File: src/design/erle_pkg.sv
// Package for the escape-byte run-length decoder.
// Holds the request and result types, the sequencer encodings and shared constants.
// No dependencies.
package erle_pkg;

  localparam int unsigned BYTE_W    = 8;
  localparam int unsigned CNT_W     = 4;
  localparam int unsigned REM_W     = 9;
  localparam int unsigned MAX_LANES = 8;
  localparam int unsigned ADDR_W    = 3;
  localparam int unsigned DATA_W    = 32;

  localparam logic [REM_W-1:0] RUN_BIAS = REM_W'(2);
  localparam logic             REG_ESCAPE = 1'b0;

  typedef enum logic [1:0] {
    PH_NORMAL = 2'd0,
    PH_ESCAPE = 2'd1,
    PH_RUN    = 2'd2
  } erle_phase_e;

  typedef enum logic {
    SEQ_IDLE  = 1'b0,
    SEQ_BURST = 1'b1
  } erle_seq_e;

  typedef struct packed {
    logic [BYTE_W-1:0] byte_in;
    logic              end_of_block;
  } erle_in_t;

  typedef struct packed {
    logic [BYTE_W-1:0] lane0;
    logic [BYTE_W-1:0] lane1;
    logic [BYTE_W-1:0] lane2;
    logic [BYTE_W-1:0] lane3;
    logic [BYTE_W-1:0] lane4;
    logic [BYTE_W-1:0] lane5;
    logic [BYTE_W-1:0] lane6;
    logic [BYTE_W-1:0] lane7;
    logic [CNT_W-1:0]  lanes_valid;
    logic              last_of_group;
  } erle_out_t;

  typedef struct packed {
    logic [CNT_W-1:0] count;
    logic [REM_W-1:0] rest;
    logic             last;
  } erle_chunk_t;

  function automatic erle_out_t erle_build(input logic [BYTE_W-1:0] value,
                                           input logic [CNT_W-1:0]  count,
                                           input logic              last);
    erle_out_t r;
    r.lane0         = (count > CNT_W'(0)) ? value : '0;
    r.lane1         = (count > CNT_W'(1)) ? value : '0;
    r.lane2         = (count > CNT_W'(2)) ? value : '0;
    r.lane3         = (count > CNT_W'(3)) ? value : '0;
    r.lane4         = (count > CNT_W'(4)) ? value : '0;
    r.lane5         = (count > CNT_W'(5)) ? value : '0;
    r.lane6         = (count > CNT_W'(6)) ? value : '0;
    r.lane7         = (count > CNT_W'(7)) ? value : '0;
    r.lanes_valid   = count;
    r.last_of_group = last;
    return r;
  endfunction

endpackage

File: src/design/erle_regs.sv
// APB-style configuration register file of the escape-byte run-length decoder.
// Holds the escape byte. Depends on erle_pkg.
module erle_regs
  import erle_pkg::*;
(
  input  logic              clk_i,
  input  logic              rst_ni,
  input  logic              psel,
  input  logic              penable,
  input  logic              pwrite,
  input  logic [ADDR_W-1:0] paddr,
  input  logic [DATA_W-1:0] pwdata,
  output logic [DATA_W-1:0] prdata,
  output logic              pready,
  output logic [BYTE_W-1:0] escape_o
);

  logic [BYTE_W-1:0] escape_q, escape_d;
  logic              hit;

  assign pready = 1'b1;
  assign hit    = (paddr[ADDR_W-1] == REG_ESCAPE);

  always_comb begin
    escape_d = escape_q;
    if (psel && penable && pwrite && pready && hit) begin
      escape_d = pwdata[BYTE_W-1:0];
    end
  end

  always_ff @(posedge clk_i or negedge rst_ni) begin
    if (!rst_ni) begin
      escape_q <= '0;
    end else begin
      escape_q <= escape_d;
    end
  end

  assign prdata   = hit ? {{(DATA_W-BYTE_W){1'b0}}, escape_q} : '0;
  assign escape_o = escape_q;

endmodule

File: src/design/erle_chunk.sv
// Shared compare-and-subtract unit of the escape-byte run-length decoder.
// Splits a remaining byte count into one result's lane count and the rest. Depends on erle_pkg.
module erle_chunk
  import erle_pkg::*;
#(
  parameter int unsigned LANES = 8
) (
  input  logic [REM_W-1:0] rem_i,
  output erle_chunk_t      chunk_o
);

  logic fits;

  assign fits          = (rem_i <= REM_W'(LANES));
  assign chunk_o.count = fits ? rem_i[CNT_W-1:0] : CNT_W'(LANES);
  assign chunk_o.rest  = rem_i - REM_W'(chunk_o.count);
  assign chunk_o.last  = fits;

endmodule

File: src/design/erle_seq.sv
// Sequencer of the escape-byte run-length decoder: decode phase, run burst and result register.
// Drives the shared chunk unit. Depends on erle_pkg.
module erle_seq
  import erle_pkg::*;
(
  input  logic              clk_i,
  input  logic              rst_ni,
  input  logic [BYTE_W-1:0] escape_i,
  input  logic              in_valid_i,
  output logic              in_stall_o,
  input  erle_in_t          in_data_i,
  output logic              out_valid_o,
  input  logic              out_stall_i,
  output erle_out_t         out_data_o,
  output logic [REM_W-1:0]  rem_o,
  input  erle_chunk_t       chunk_i
);

  erle_seq_e         seq_q, seq_d;
  erle_phase_e       phase_q, phase_d;
  logic [BYTE_W-1:0] held_q, held_d;
  logic [BYTE_W-1:0] value_q, value_d;
  logic [REM_W-1:0]  remaining_q, remaining_d;
  logic              out_valid_q, out_valid_d;
  erle_out_t         out_data_q;
  logic              can_load, accept, emit;
  logic [BYTE_W-1:0] value_sel;

  assign can_load   = !out_valid_q || !out_stall_i;
  assign in_stall_o = (seq_q == SEQ_BURST) || !can_load;
  assign accept     = in_valid_i && !in_stall_o;
  assign value_sel  = (seq_q == SEQ_BURST) ? value_q : in_data_i.byte_in;

  always_comb begin
    if (seq_q == SEQ_BURST) begin
      rem_o = remaining_q;
    end else if (phase_q == PH_RUN) begin
      rem_o = {1'b0, held_q} + RUN_BIAS;
    end else begin
      rem_o = REM_W'(1);
    end
  end

  always_comb begin
    seq_d       = seq_q;
    phase_d     = phase_q;
    held_d      = held_q;
    value_d     = value_q;
    remaining_d = remaining_q;
    emit        = 1'b0;
    unique case (seq_q)
      SEQ_IDLE: begin
        if (accept) begin
          unique case (phase_q)
            PH_ESCAPE: begin
              if (in_data_i.byte_in == escape_i) begin
                emit    = 1'b1;
                phase_d = PH_NORMAL;
              end else begin
                held_d  = in_data_i.byte_in;
                phase_d = PH_RUN;
              end
            end
            PH_RUN: begin
              emit        = 1'b1;
              held_d      = '0;
              phase_d     = PH_NORMAL;
              value_d     = in_data_i.byte_in;
              remaining_d = chunk_i.rest;
              if (!chunk_i.last) begin
                seq_d = SEQ_BURST;
              end
            end
            default: begin
              if (in_data_i.byte_in == escape_i) begin
                phase_d = PH_ESCAPE;
              end else begin
                emit    = 1'b1;
                phase_d = PH_NORMAL;
              end
            end
          endcase
          if (in_data_i.end_of_block) begin
            phase_d = PH_NORMAL;
            held_d  = '0;
          end
        end
      end
      SEQ_BURST: begin
        if (can_load) begin
          emit        = 1'b1;
          remaining_d = chunk_i.rest;
          if (chunk_i.last) begin
            seq_d = SEQ_IDLE;
          end
        end
      end
      default: begin
        seq_d = SEQ_IDLE;
      end
    endcase
  end

  always_comb begin
    out_valid_d = out_valid_q;
    if (emit) begin
      out_valid_d = 1'b1;
    end else if (!out_stall_i) begin
      out_valid_d = 1'b0;
    end
  end

  always_ff @(posedge clk_i or negedge rst_ni) begin
    if (!rst_ni) begin
      seq_q       <= SEQ_IDLE;
      phase_q     <= PH_NORMAL;
      held_q      <= '0;
      remaining_q <= '0;
      out_valid_q <= 1'b0;
    end else begin
      seq_q       <= seq_d;
      phase_q     <= phase_d;
      held_q      <= held_d;
      remaining_q <= remaining_d;
      out_valid_q <= out_valid_d;
    end
  end

  always_ff @(posedge clk_i) begin
    value_q <= value_d;
    if (emit) begin
      out_data_q <= erle_build(value_sel, chunk_i.count, chunk_i.last);
    end
  end

  assign out_valid_o = out_valid_q;
  assign out_data_o  = out_data_q;

`ifndef NO_ASSERTIONS
  a_burst_blocks_input: assert property (@(posedge clk_i) disable iff (!rst_ni)
    (seq_q == SEQ_BURST) |-> in_stall_o)
    else $error("Request accepted during a run burst.");

  a_burst_rem_nonzero: assert property (@(posedge clk_i) disable iff (!rst_ni)
    (seq_q == SEQ_BURST) |-> (remaining_q != '0))
    else $error("Run burst active with nothing left to emit.");

  a_result_count: assert property (@(posedge clk_i) disable iff (!rst_ni)
    out_valid_q |-> (out_data_q.lanes_valid != '0))
    else $error("Result holds no valid lanes.");

  a_last_ends_burst: assert property (@(posedge clk_i) disable iff (!rst_ni)
    ((seq_q == SEQ_BURST) && emit && chunk_i.last) |=> (seq_q == SEQ_IDLE))
    else $error("Run burst continued past its last result.");

  a_burst_has_phase_normal: assert property (@(posedge clk_i) disable iff (!rst_ni)
    (seq_q == SEQ_BURST) |-> (phase_q == PH_NORMAL))
    else $error("Decode phase not normal during a run burst.");
`endif

endmodule

File: src/design/escape_rle_decoder_unit.sv
// Escape-byte run-length decoder, top level.
// Literal and escaped-literal requests give one result, valid in the cycle after acceptance.
// A run of count c gives ceil((c+2)/L) results, L the lane count, from the shared chunk unit,
// one per cycle while the output is not stalled; requests are stalled until the last of them
// is loaded. Escape and count bytes give no result. A stalled output holds the block.
// Reset clears the escape byte, decode phase, held count and output valid; no clearing pass.
module escape_rle_decoder_unit
  import erle_pkg::*;
#(
  parameter int unsigned OUT_LANES = 8
) (
  input  logic              clk_i,
  input  logic              rst_ni,
  input  logic              psel,
  input  logic              penable,
  input  logic              pwrite,
  input  logic [ADDR_W-1:0] paddr,
  input  logic [DATA_W-1:0] pwdata,
  output logic [DATA_W-1:0] prdata,
  output logic              pready,
  input  logic              in_valid_i,
  output logic              in_stall_o,
  input  erle_in_t          in_data_i,
  output logic              out_valid_o,
  input  logic              out_stall_i,
  output erle_out_t         out_data_o
);

  localparam int unsigned LaneCount = (OUT_LANES < 1) ? 1 :
                                      ((OUT_LANES > MAX_LANES) ? MAX_LANES : OUT_LANES);

  logic [BYTE_W-1:0] escape;
  logic [REM_W-1:0]  rem;
  erle_chunk_t       chunk;

  erle_regs u_regs (
    .clk_i    (clk_i),
    .rst_ni   (rst_ni),
    .psel     (psel),
    .penable  (penable),
    .pwrite   (pwrite),
    .paddr    (paddr),
    .pwdata   (pwdata),
    .prdata   (prdata),
    .pready   (pready),
    .escape_o (escape)
  );

  erle_chunk #(
    .LANES (LaneCount)
  ) u_chunk (
    .rem_i   (rem),
    .chunk_o (chunk)
  );

  erle_seq u_seq (
    .clk_i       (clk_i),
    .rst_ni      (rst_ni),
    .escape_i    (escape),
    .in_valid_i  (in_valid_i),
    .in_stall_o  (in_stall_o),
    .in_data_i   (in_data_i),
    .out_valid_o (out_valid_o),
    .out_stall_i (out_stall_i),
    .out_data_o  (out_data_o),
    .rem_o       (rem),
    .chunk_i     (chunk)
  );

endmodule
File: config.mk
export PLATFORM = sky130hd
export DESIGN_NAME = escape_rle_decoder_unit
export DESIGN_NICKNAME = d
export VERILOG_FILES = /design/src/design/erle_pkg.sv /design/src/design/erle_regs.sv /design/src/design/erle_chunk.sv /design/src/design/erle_seq.sv /design/src/design/escape_rle_decoder_unit.sv
export SDC_FILE = /design/constraint.sdc
export NUM_CORES = 1
export LEC_CHECK = 0
export BUFFER_PORTS_ARGS = -buffer_cell sky130_fd_sc_hd__buf_2
export CAP_MARGIN = 20
export CELL_PAD_IN_SITES_DETAIL_PLACEMENT = 2
export CELL_PAD_IN_SITES_GLOBAL_PLACEMENT = 2
export CORE_UTILIZATION = 30
export DETAILED_ROUTE_END_ITERATION = 10
export GPL_TIMING_DRIVEN = 0
export PLACE_DENSITY = 0.82
export SETUP_SLACK_MARGIN = 0.15
export SLEW_MARGIN = 10
export SYNTH_ARGS = -nofsm -noshare
export SYNTH_HDL_FRONTEND = slang
export SYNTH_SLANG_ARGS = --single-unit
File: constraint.sdc
create_clock -name clk_i -period 17.46 [get_ports clk_i]
set_input_delay 0.873 -clock clk_i [delete_from_list [all_inputs] [get_ports clk_i]]
set_output_delay 0.873 -clock clk_i [all_outputs]
set_load 0.03 [all_outputs]
======== After elaboration in Yosys (flattened, before gate mapping) ========
Cells that the tools add are included.
Widths: inputs -> output; s select.
storage, ports and cells
  input port bits ......................... 51
  word-level logic and storage cells ...... 82
  output and inout bits ................... 104
  register bits ........................... 106
cells by class
  add/sub/neg operators ................... 2
  order comparisons ....................... 9
  reduce and logical (&&, ||, !) cells .... 15
  eq/ne operators ......................... 8
  multiplexer cells ....................... 29
  bitwise logic cells ..................... 2
operators with widths
  kind                 number
  $mux 9               5
  $mux 8               4
  $pmux 9 s2           1
  $gt 4x3->1 const B   4
  $pmux 8 s2           1
  $mux 1               11
  $add 8x2->9 const B  1
  $le 9x4->1 const B   1
  $sub 9x4->9          1
  $eq 8x8->1           1
  $gt 4x1->1 const B   2
  $gt 4x2->1 const B   2
  $ne 2x1->1 const B   3
  $pmux 1 s2           3
  $reduce_and 3->1     2
  $logic_and 1x1->1    4
  $logic_not 1->1      4
  $mux 2               2
  $mux 4               1
  $pmux 2 s2           1
  $reduce_and 4->1     1
  $ne 3x3->1 const B   1
  $reduce_bool 3->1    1
  $eq 2x1->1 const B   1
  other kinds (5)      7

======== Logic depth before layout (Yosys ltp) ========
Gate-level depths: netlist of run 1.
  depth in word-level cells ............... 9
  mapped depth ............................ 14
  depth with buffers taken out ............ 13

======== Cells and area by module ========
A second synthesis of run 1 with hierarchy kept.
unflattened totals
  cells, all modules ...................... 392
  area, all modules ....................... 4,872.2 um2
modules (own cells, without submodules)
  module      sequential area each (um2)  cells each  times used  area each (um2)
  erle_seq    2,837.7                     298         1           4,032.6
  erle_regs   200.2                       52          1           579.3
  erle_chunk  0.0                         42          1           260.2

======== Least setup slack after synthesis of run 1 ========
OpenSTA, ideal clock, no wires.
  path kind ............................... input to register
  start ................................... in out_stall_i
  end ..................................... reg u_seq.out_data_q (netlist bit u_seq.out_data_o[0]) (enable)
  arrival ................................. 5,852 ps
  setup slack ............................. 11,016 ps
  setup time .............................. 591 ps
  stages .................................. 3
  buffers on the path ..................... 0
  required time ........................... 16,869 ps
  path through ............................ nand2_1 inv_1 o21ai_0
between the ends
  word-level cells in the longest chain between the ends .. 8
  elaborated cells on any way between the ends .. 9
  those cells by class .................... mux (3); reduce/logical (6)
ends and longest elaborated chain
  element                 line                           source
  start: declaration      escape_rle_decoder_unit.sv:25  input logic out_stall_i,
  $logic_not 1->1 (*)     erle_seq.sv:29                 assign can_load = !out_valid_q || !out_stall_i;
  $logic_or 1x1->1 (*)    erle_seq.sv:29
  $logic_not 1->1         erle_seq.sv:30                 assign in_stall_o = (seq_q == SEQ_BURST) || !can_load;
  $logic_or 1x1->1        erle_seq.sv:30
  $logic_not 1->1         erle_seq.sv:31                 assign accept = in_valid_i && !in_stall_o;
  $logic_and 1x1->1       erle_seq.sv:31
  $mux 1                  erle_seq.sv:53                 if (accept) begin
  $pmux 1 s2 (*)          erle_seq.sv:51                 unique case (seq_q)
  via u_seq.emit          erle_seq.sv:26                 logic can_load, accept, emit;
  end signal: assignment  erle_seq.sv:132                out_data_q <= erle_build(value_sel, chunk_i.count, chunk_i.last);
  end: declaration        erle_seq.sv:25                 erle_out_t out_data_q;
The timed path passes the listed nets; every way through them passes the cells marked *.
A chain may end at the register's enable or synchronous reset.

======== Final worst setup path of run 1 ========
  start ................................... reg u_seq.phase_q[0]
  end ..................................... reg u_seq.remaining_q[4]
between the ends
  word-level cells in the longest chain between the ends .. 9
  elaborated cells on any way between the ends .. 12
  those cells by class .................... add/sub (1); order compare (1); eq/ne (2); mux (7); reduce/logical (1)
ends and longest elaborated chain
  element                   line                            source
  start: declaration        erle_seq.sv:20                  erle_phase_e phase_q, phase_d;
  start signal: assignment  erle_seq.sv:122                 phase_q <= phase_d;
  $eq 2x2->1 (*)            erle_seq.sv:37, erle_seq.sv:54
  $mux 9                    erle_seq.sv:37                  end else if (phase_q == PH_RUN) begin
  $mux 9                    erle_seq.sv:35                  if (seq_q == SEQ_BURST) begin
  $le 9x4->1                erle_chunk.sv:14                assign fits = (rem_i <= REM_W'(LANES));
  $mux 4                    erle_chunk.sv:15                assign chunk_o.count = fits ? rem_i[CNT_W-1:0] : CNT_W'(LANES);
  $sub 9x4->9               erle_chunk.sv:16                assign chunk_o.rest = rem_i - REM_W'(chunk_o.count);
  $mux 9                    erle_seq.sv:54                  unique case (phase_q)
  $mux 9                    erle_seq.sv:53
  $pmux 9 s2                erle_seq.sv:51
  end signal: assignment    erle_seq.sv:124                 remaining_q <= remaining_d;
  end: declaration          erle_seq.sv:23                  logic [REM_W-1:0] remaining_q, remaining_d;
Mark *: on every way between the ends. The rest lies on a longest branch, timed or not. The select of a mux whose other input is x is not followed.

==> impl_metrics.json, run 1 <==
{
  "outcome": "finished, final reports clean",
  "whs_ps": 495,
  "grt_usage_pct": 17.3,
  "synth_area_leaders": "edfxtp_1 (46%), dfrtp_1 (14%), nor2_1 (5.5%)",
  "synth_ff_type": "edfxtp_1",
  "syn2layout_area_growth_pct": 24.3,
  "max_stage_delay_ps": 410,
  "r2r-start": "u_seq.phase_q[0]$_DFFE_PN0P_",
  "cts_tree": "done",
  "rows": 47,
  "ant_nets": 0,
  "root_buffer": "clkbuf_16",
  "holdBufCountCts": 0,
  "synth.area.mux_share_pct": 5.99,
  "drt_iter0_drc": 213,
  "yosys.area_share.simple_pct": 17.0,
  "core_um2": 16500,
  "die_x_um": 132,
  "cts-resized-gates": 0,
  "drt-wirelength-per-cell_um": 19.0,
  "synth_top_family_by_area": "simple AND/OR/NAND/NOR gates",
  "fin_nets": 609,
  "io_pins": 155,
  "max_freq_ghz": 0.273,
  "cp.arrival_ps": 3840,
  "synth_top_area_share_pct": 45.9,
  "worst_pin_slew_ps": 946,
  "period_share_pct": 21.0,
  "cts.clk_slew.worst_paths_ps": 80,
  "drt_wl_total_um": 14800,
  "drc": 0,
  "setup_slack_ps": 13800,
  "via_count": 3707,
  "clkLatencyLatePin_ps": 350,
  "drive_gt1_share_pct": 32.0,
  "yosys_warnings": 0,
  "dieArea_um2": 17300,
  "syn_area_um2": 5040,
  "placed_cell_area_um2": 5980,
  "synth_common_cells": "edfxtp_1 (77), nor2_1 (74), nand2_1 (34)",
  "setup_viol": 0,
  "antenna_found_initial": 1,
  "synthArstFlopShare_pct": 27.4,
  "irDropWorstVdd_mv": 0.0485,
  "avgViaCountPerCell": 4.76,
  "synth-compound-area-share_pct": 7.68,
  "grt_pass1_vias": 3888,
  "synth_xor_area_share_pct": 1.56,
  "placed_cells": 763,
  "grt_pass1_wl_um": 22800,
  "path_max_fanout": 10,
  "synth_cell_types": 59,
  "crit_start": "u_seq.phase_q[0]$_DFFE_PN0P_",
  "critical_path_required_ps": 17640,
  "drv_slew": 0,
  "initial_core_util_pct": 30.6,
  "synth-adder-area-share_pct": 0.994,
  "yosys.area.top_type": "edfxtp_1",
  "cts.sinks": 106,
  "syn_inst": 414,
  "grt_max_degree": 30,
  "ys_seq_area_share_pct": 60.3,
  "die_y_um": 132,
  "cts_buffer_depth": 2,
  "synth_edf_count": 77,
  "crit_top_cell": "ha_1",
  "rsz0062_at_grt": "false",
  "cts_buffers": 9,
  "fin_skew_ps": 13.4,
  "slew_headroom_pct": 36.7,
  "cp-start-kind": "register",
  "place_ws_ps": 13850,
  "post_synth.cell_area_avg_um2": 12.2,
  "powerDensity_nw_per_um2": 92.4,
  "timing.rr.end": "u_seq.remaining_q[4]$_DFFE_PN0P_",
  "synth_most_common_cell": "edfxtp_1",
  "leakagePower_nw": 2.72,
  "ys_ff_latch": 106,
  "crit_end": "u_seq.remaining_q[4]$_DFFE_PN0P_",
  "hold_violations": 0,
  "htreeDepth": 3,
  "rr_worst_depth": 13,
  "fin_util_pct": 38.0,
  "fin_area_um2": 6260,
  "power_mw": 0.579,
  "crit_type": "reg2reg",
  "tns_ps": 0,
  "crit_path_cell_trace": "inv_1, ha_1, nor2b_1, a22o_1, buf_4, and2_1, nand2b_1, nand2_1, ha_1, a211o_1, nor4_1, or4_1, a31oi_1",
  "grt_overflow": 0,
  "antenna_cells": 0,
  "min_path_type": "reg2reg",
  "drv_cap": 0,
  "cp-end-kind": "register",
  "cts_setup_buffers": 0,
  "drtPass1Iterations": 4,
  "slowest_stage": "dfrtp_1",
  "stdcell_count": 779,
  "period_needed_ps": 3660,
  "numPortBuffers": 103,
  "dp_hpwl_um": 11300,
  "place_congestion": 0.819,
  "reg2reg_setup_slack_ps": 13800
}
## per-layer routing
metal	GRT usage (%)	part of all wire, %	vias to the layer above
met5	0	0.088	-
met4	4.52	1.2	2
met3	3.59	4.0	10
met2	32.0	53	107
met1	20.1	41	1879
li1	-	-	1709
## critical path: cells and delay by family (launching register included)
family / cells / cell delay (ps)
fa+ha+maj: 2 / 600
compound gates: 3 / 600
flops: 1 / 410
buf+inv: 2 / 310
simple gates: 6 / 1570
## cells by family after synthesis
logic type / count (synthesis)
AND/OR/NAND/NOR: 162
flip-flops: 106
buffers and inverters: 52
other: 2
AO/OA/AOI/OAI: 50
adder cells (fa/ha/maj): 4
XOR/XNOR: 9
multiplexers: 29
## flip-flops by register name, summed over array words and instances (netlist names)
| name | count |
|---|---|
| u_seq.out_data_o | 69 |
| u_seq.value_q | 8 |
| u_seq.phase_q | 2 |
| u_seq.out_valid_o | 1 |
| u_seq.remaining_q | 9 |
| u_seq.seq_q | 1 |
| u_regs.escape_o | 8 |
| u_seq.held_q | 8 |
## power by group
part | switching, mW | internal, mW
combinational | 0.0586 | 0.0285
clock | 0.0936 | 0.0985
sequential | 0.0123 | 0.287
total | 0.165 | 0.414
## layout make-up
cell class / count / area, um2
flip-flops and latches: 106 / 3040
clock buffers: 10 / 229
inverters: 16 / 65.1
plain buffers: 36 / 255
multi-input cells: 280 / 1780
clock inverters: 6 / 47.5
fillers: 1777 / 10200
repair buffers: 105 / 571
well taps: 220 / 275
## layout by cell type, fill, tap and decap left out, types with 7 or more instances in the layout
cell type,n
nand2_1,34
inv_1,15
edfxtp_1,77
buf_2,106
buf_4,29
nor2_1,74
xnor2_1,8
clkbuf_16,9
nor2b_1,9
dfrtp_1,29
mux2i_1,20
conb_1,26
a21oi_1,9
mux2_2,9
o21ai_0,7
## how the worst min path moves through the flow
stage	start	cells after the start	endpoint	slack, ps
floorplan	u_seq.remaining_q[8]$_DFFE_PN0P_	2	u_seq.remaining_q[8]$_DFFE_PN0P_	450
global placement	u_seq.remaining_q[8]$_DFFE_PN0P_	2	u_seq.remaining_q[8]$_DFFE_PN0P_	480
CTS	u_seq.remaining_q[8]$_DFFE_PN0P_	2	u_seq.remaining_q[8]$_DFFE_PN0P_	500
detailed placement	u_seq.remaining_q[8]$_DFFE_PN0P_	2	u_seq.remaining_q[8]$_DFFE_PN0P_	480
finish	u_seq.remaining_q[8]$_DFFE_PN0P_	2	u_seq.remaining_q[8]$_DFFE_PN0P_	490
global route	u_seq.remaining_q[8]$_DFFE_PN0P_	2	u_seq.remaining_q[8]$_DFFE_PN0P_	530
(Power assumes the default switching activity.)
==> inputs of run 2 (changes only) <==
Settings changed: PLACE_DENSITY 0.82 to 0.85.
Clock period 17.46 ns to 2.9 ns, I/O delays scaled along.
==> impl_metrics.json, run 2 (synthesis results as in run 1) <==
{
  "cp.arrival_ps": 3280,
  "root_buffer": "clkbuf_16",
  "path_max_fanout": 10,
  "drt_wl_total_um": 17700,
  "cp-start-kind": "register",
  "setup_viol": 4,
  "ant_nets": 0,
  "p_sw_mw": 1.05,
  "mostFrequentLayoutCell": "buf_2",
  "avgViaCountPerCell": 4.84,
  "max_stage_delay_ps": 460,
  "grt_usage_pct": 19.0,
  "multi_input_area_um2": 2060,
  "antenna_found_initial": 1,
  "crit_type": "reg2reg",
  "drv_slew": 0,
  "slowest_stage": "dfrtp_1",
  "htreeDepth": 3,
  "critical_path_required_ps": 3110,
  "power_mw": 3.55,
  "drv_cap": 0,
  "slew_headroom_pct": 41.7,
  "seq_area_um2": 3040,
  "dieArea_um2": 17300,
  "drt_iter0_drc": 214,
  "fin_util_pct": 41.9,
  "cts_tree": "done",
  "initial_core_util_pct": 30.6,
  "fill_cells": 1707,
  "drive_gt1_share_pct": 44.4,
  "setup_slack_ps": -175,
  "worst_pin_slew_ps": 875,
  "numPortBuffers": 103,
  "largest_reg_flops": 69,
  "violations": "negative setup slack",
  "place_congestion": 0.804,
  "fin_nets": 644,
  "drc": 0,
  "p_seq_share_pct": 50.8,
  "crit_path_cell_trace": "ha_2, xor2_1, a22o_4, buf_12, and2_4, nand2b_4, nand2_4, ha_4, buf_4, o31ai_4, a41oi_2, a31oi_1, o21ai_1",
  "period_needed_ps": 3080,
  "hold_violations": 0,
  "rows": 47,
  "fin_area_um2": 6900,
  "via_count": 3943,
  "drtPass1Iterations": 4,
  "placed_cells": 763,
  "cp.depth": 13,
  "clkPwrFrac_pct": 33.2,
  "drt-wirelength-per-cell_um": 21.7,
  "clkLatencyLatePin_ps": 350,
  "internal_power_mw": 2.50,
  "core_um2": 16500,
  "die_y_um": 132,
  "grt_overflow": 0,
  "leakagePower_nw": 3.00,
  "syn2layout_area_growth_pct": 36.9,
  "powerDensity_nw_per_um2": 515,
  "grt_pass1_vias": 4306,
  "cts_buffers": 9,
  "hold_path_depth": 2,
  "place_ws_ps": -421,
  "cpLargestDelayFamily": "compound AO/OA/AOI/OAI gates",
  "period_share_pct": 106,
  "max_freq_ghz": 0.325,
  "irDropWorstVdd_mv": 0.258,
  "switching_share_pct": 29.5,
  "io_pins": 155,
  "fin_skew_ps": 11.1,
  "worst-path-buf-inv": 2,
  "most-common-layout-cells": "buf_2 (103), edfxtp_1 (77), nor2_1 (60)",
  "rr_worst_depth": 13,
  "dp_hpwl_um": 11300,
  "grt_pass1_wl_um": 25100,
  "cts.sinks": 106,
  "stdcell_count": 815,
  "placed_cell_area_um2": 6000,
  "cts.clk_slew.worst_paths_ps": 80,
  "cp-end-kind": "register",
  "die_x_um": 132,
  "outcome": "complete, but fails checks",
  "min_path_type": "in2reg",
  "cts_buffer_depth": 2,
  "grt_max_degree": 33,
  "p_comb_share_pct": 16.0,
  "rsz0062_at_grt": "true"
}
[run 2: through the flow]
| stage | hold WS [ps] | setup TNS [ps] |
|---|---|---|
| 3_3_place_gp | 223 | -8250 |
| 5_1_grt | 22.9 | -940 |
| 6_report | 31.2 | -531 |
| 2_1_floorplan | -151 | 0 |
| 4_1_cts | 29.1 | 0 |
| 3_5_place_dp | 224 | -2970 |
[run 2: power by group through the flow]
stage                     combinational [mW]  clock (mW)  sequential [mW]
after floorplan                        0.255           0             1.92
after global placement                 0.493           0             1.83
after detailed placement               0.524           0             1.83
after CTS                              0.545        1.16             1.80
after global routing                   0.598        1.24             1.82
final                                  0.566        1.18             1.80
[run 2: final cells by class]
| type | instances | share of cell area [%] |
|---|---|---|
| Timing Repair Buffer | 140 | 12.8 |
| Buffer | 36 | 4.21 |
| Clock buffer | 9 | 3.27 |
| Antenna cell | 1 | 0.0363 |
| Tap cell | 220 | 3.99 |
| Inverter | 16 | 0.980 |
| Sequential cell | 106 | 44.1 |
| Multi-Input combinational cell | 280 | 29.9 |
| Clock inverter | 7 | 0.762 |
[run 2: per-layer routing]
metal  vias to the layer above  GRT usage (%)  wire length, um
met5                         -              0                0
met4                         0           5.75              280
met3                        21           3.55              647
met2                       138           36.5            10000
met1                      2001           20.9             6770
li1                       1783              -                -
[run 2: timing repair]
action	in CTS	in global routing
resized for setup	32	45
pin swaps	10	29
cloned	0	0
hold endpoints to repair	29	0
hold buffers	1	0
setup buffers	16	18
setup endpoints to repair	94	93
[run 2: worst paths after layout]
kind	end	slack, ps	from
setup reg to reg	u_seq.remaining_q[8]$_DFFE_PN0P_	-180	u_seq.held_q[2]$_DFFE_PN0P_
hold reg to reg	u_seq.remaining_q[6]$_DFFE_PN0P_	510	u_seq.remaining_q[6]$_DFFE_PN0P_
hold / removal	u_regs.escape_o[2]$_DFFE_PN0P_	30	pwdata[2]
max in group asynchronous	u_seq.held_q[1]$_DFFE_PN0P_	2030	rst_ni
min in group asynchronous	u_seq.remaining_q[3]$_DFFE_PN0P_	380	rst_ni
setup / recovery	u_seq.remaining_q[8]$_DFFE_PN0P_	-180	u_seq.held_q[2]$_DFFE_PN0P_
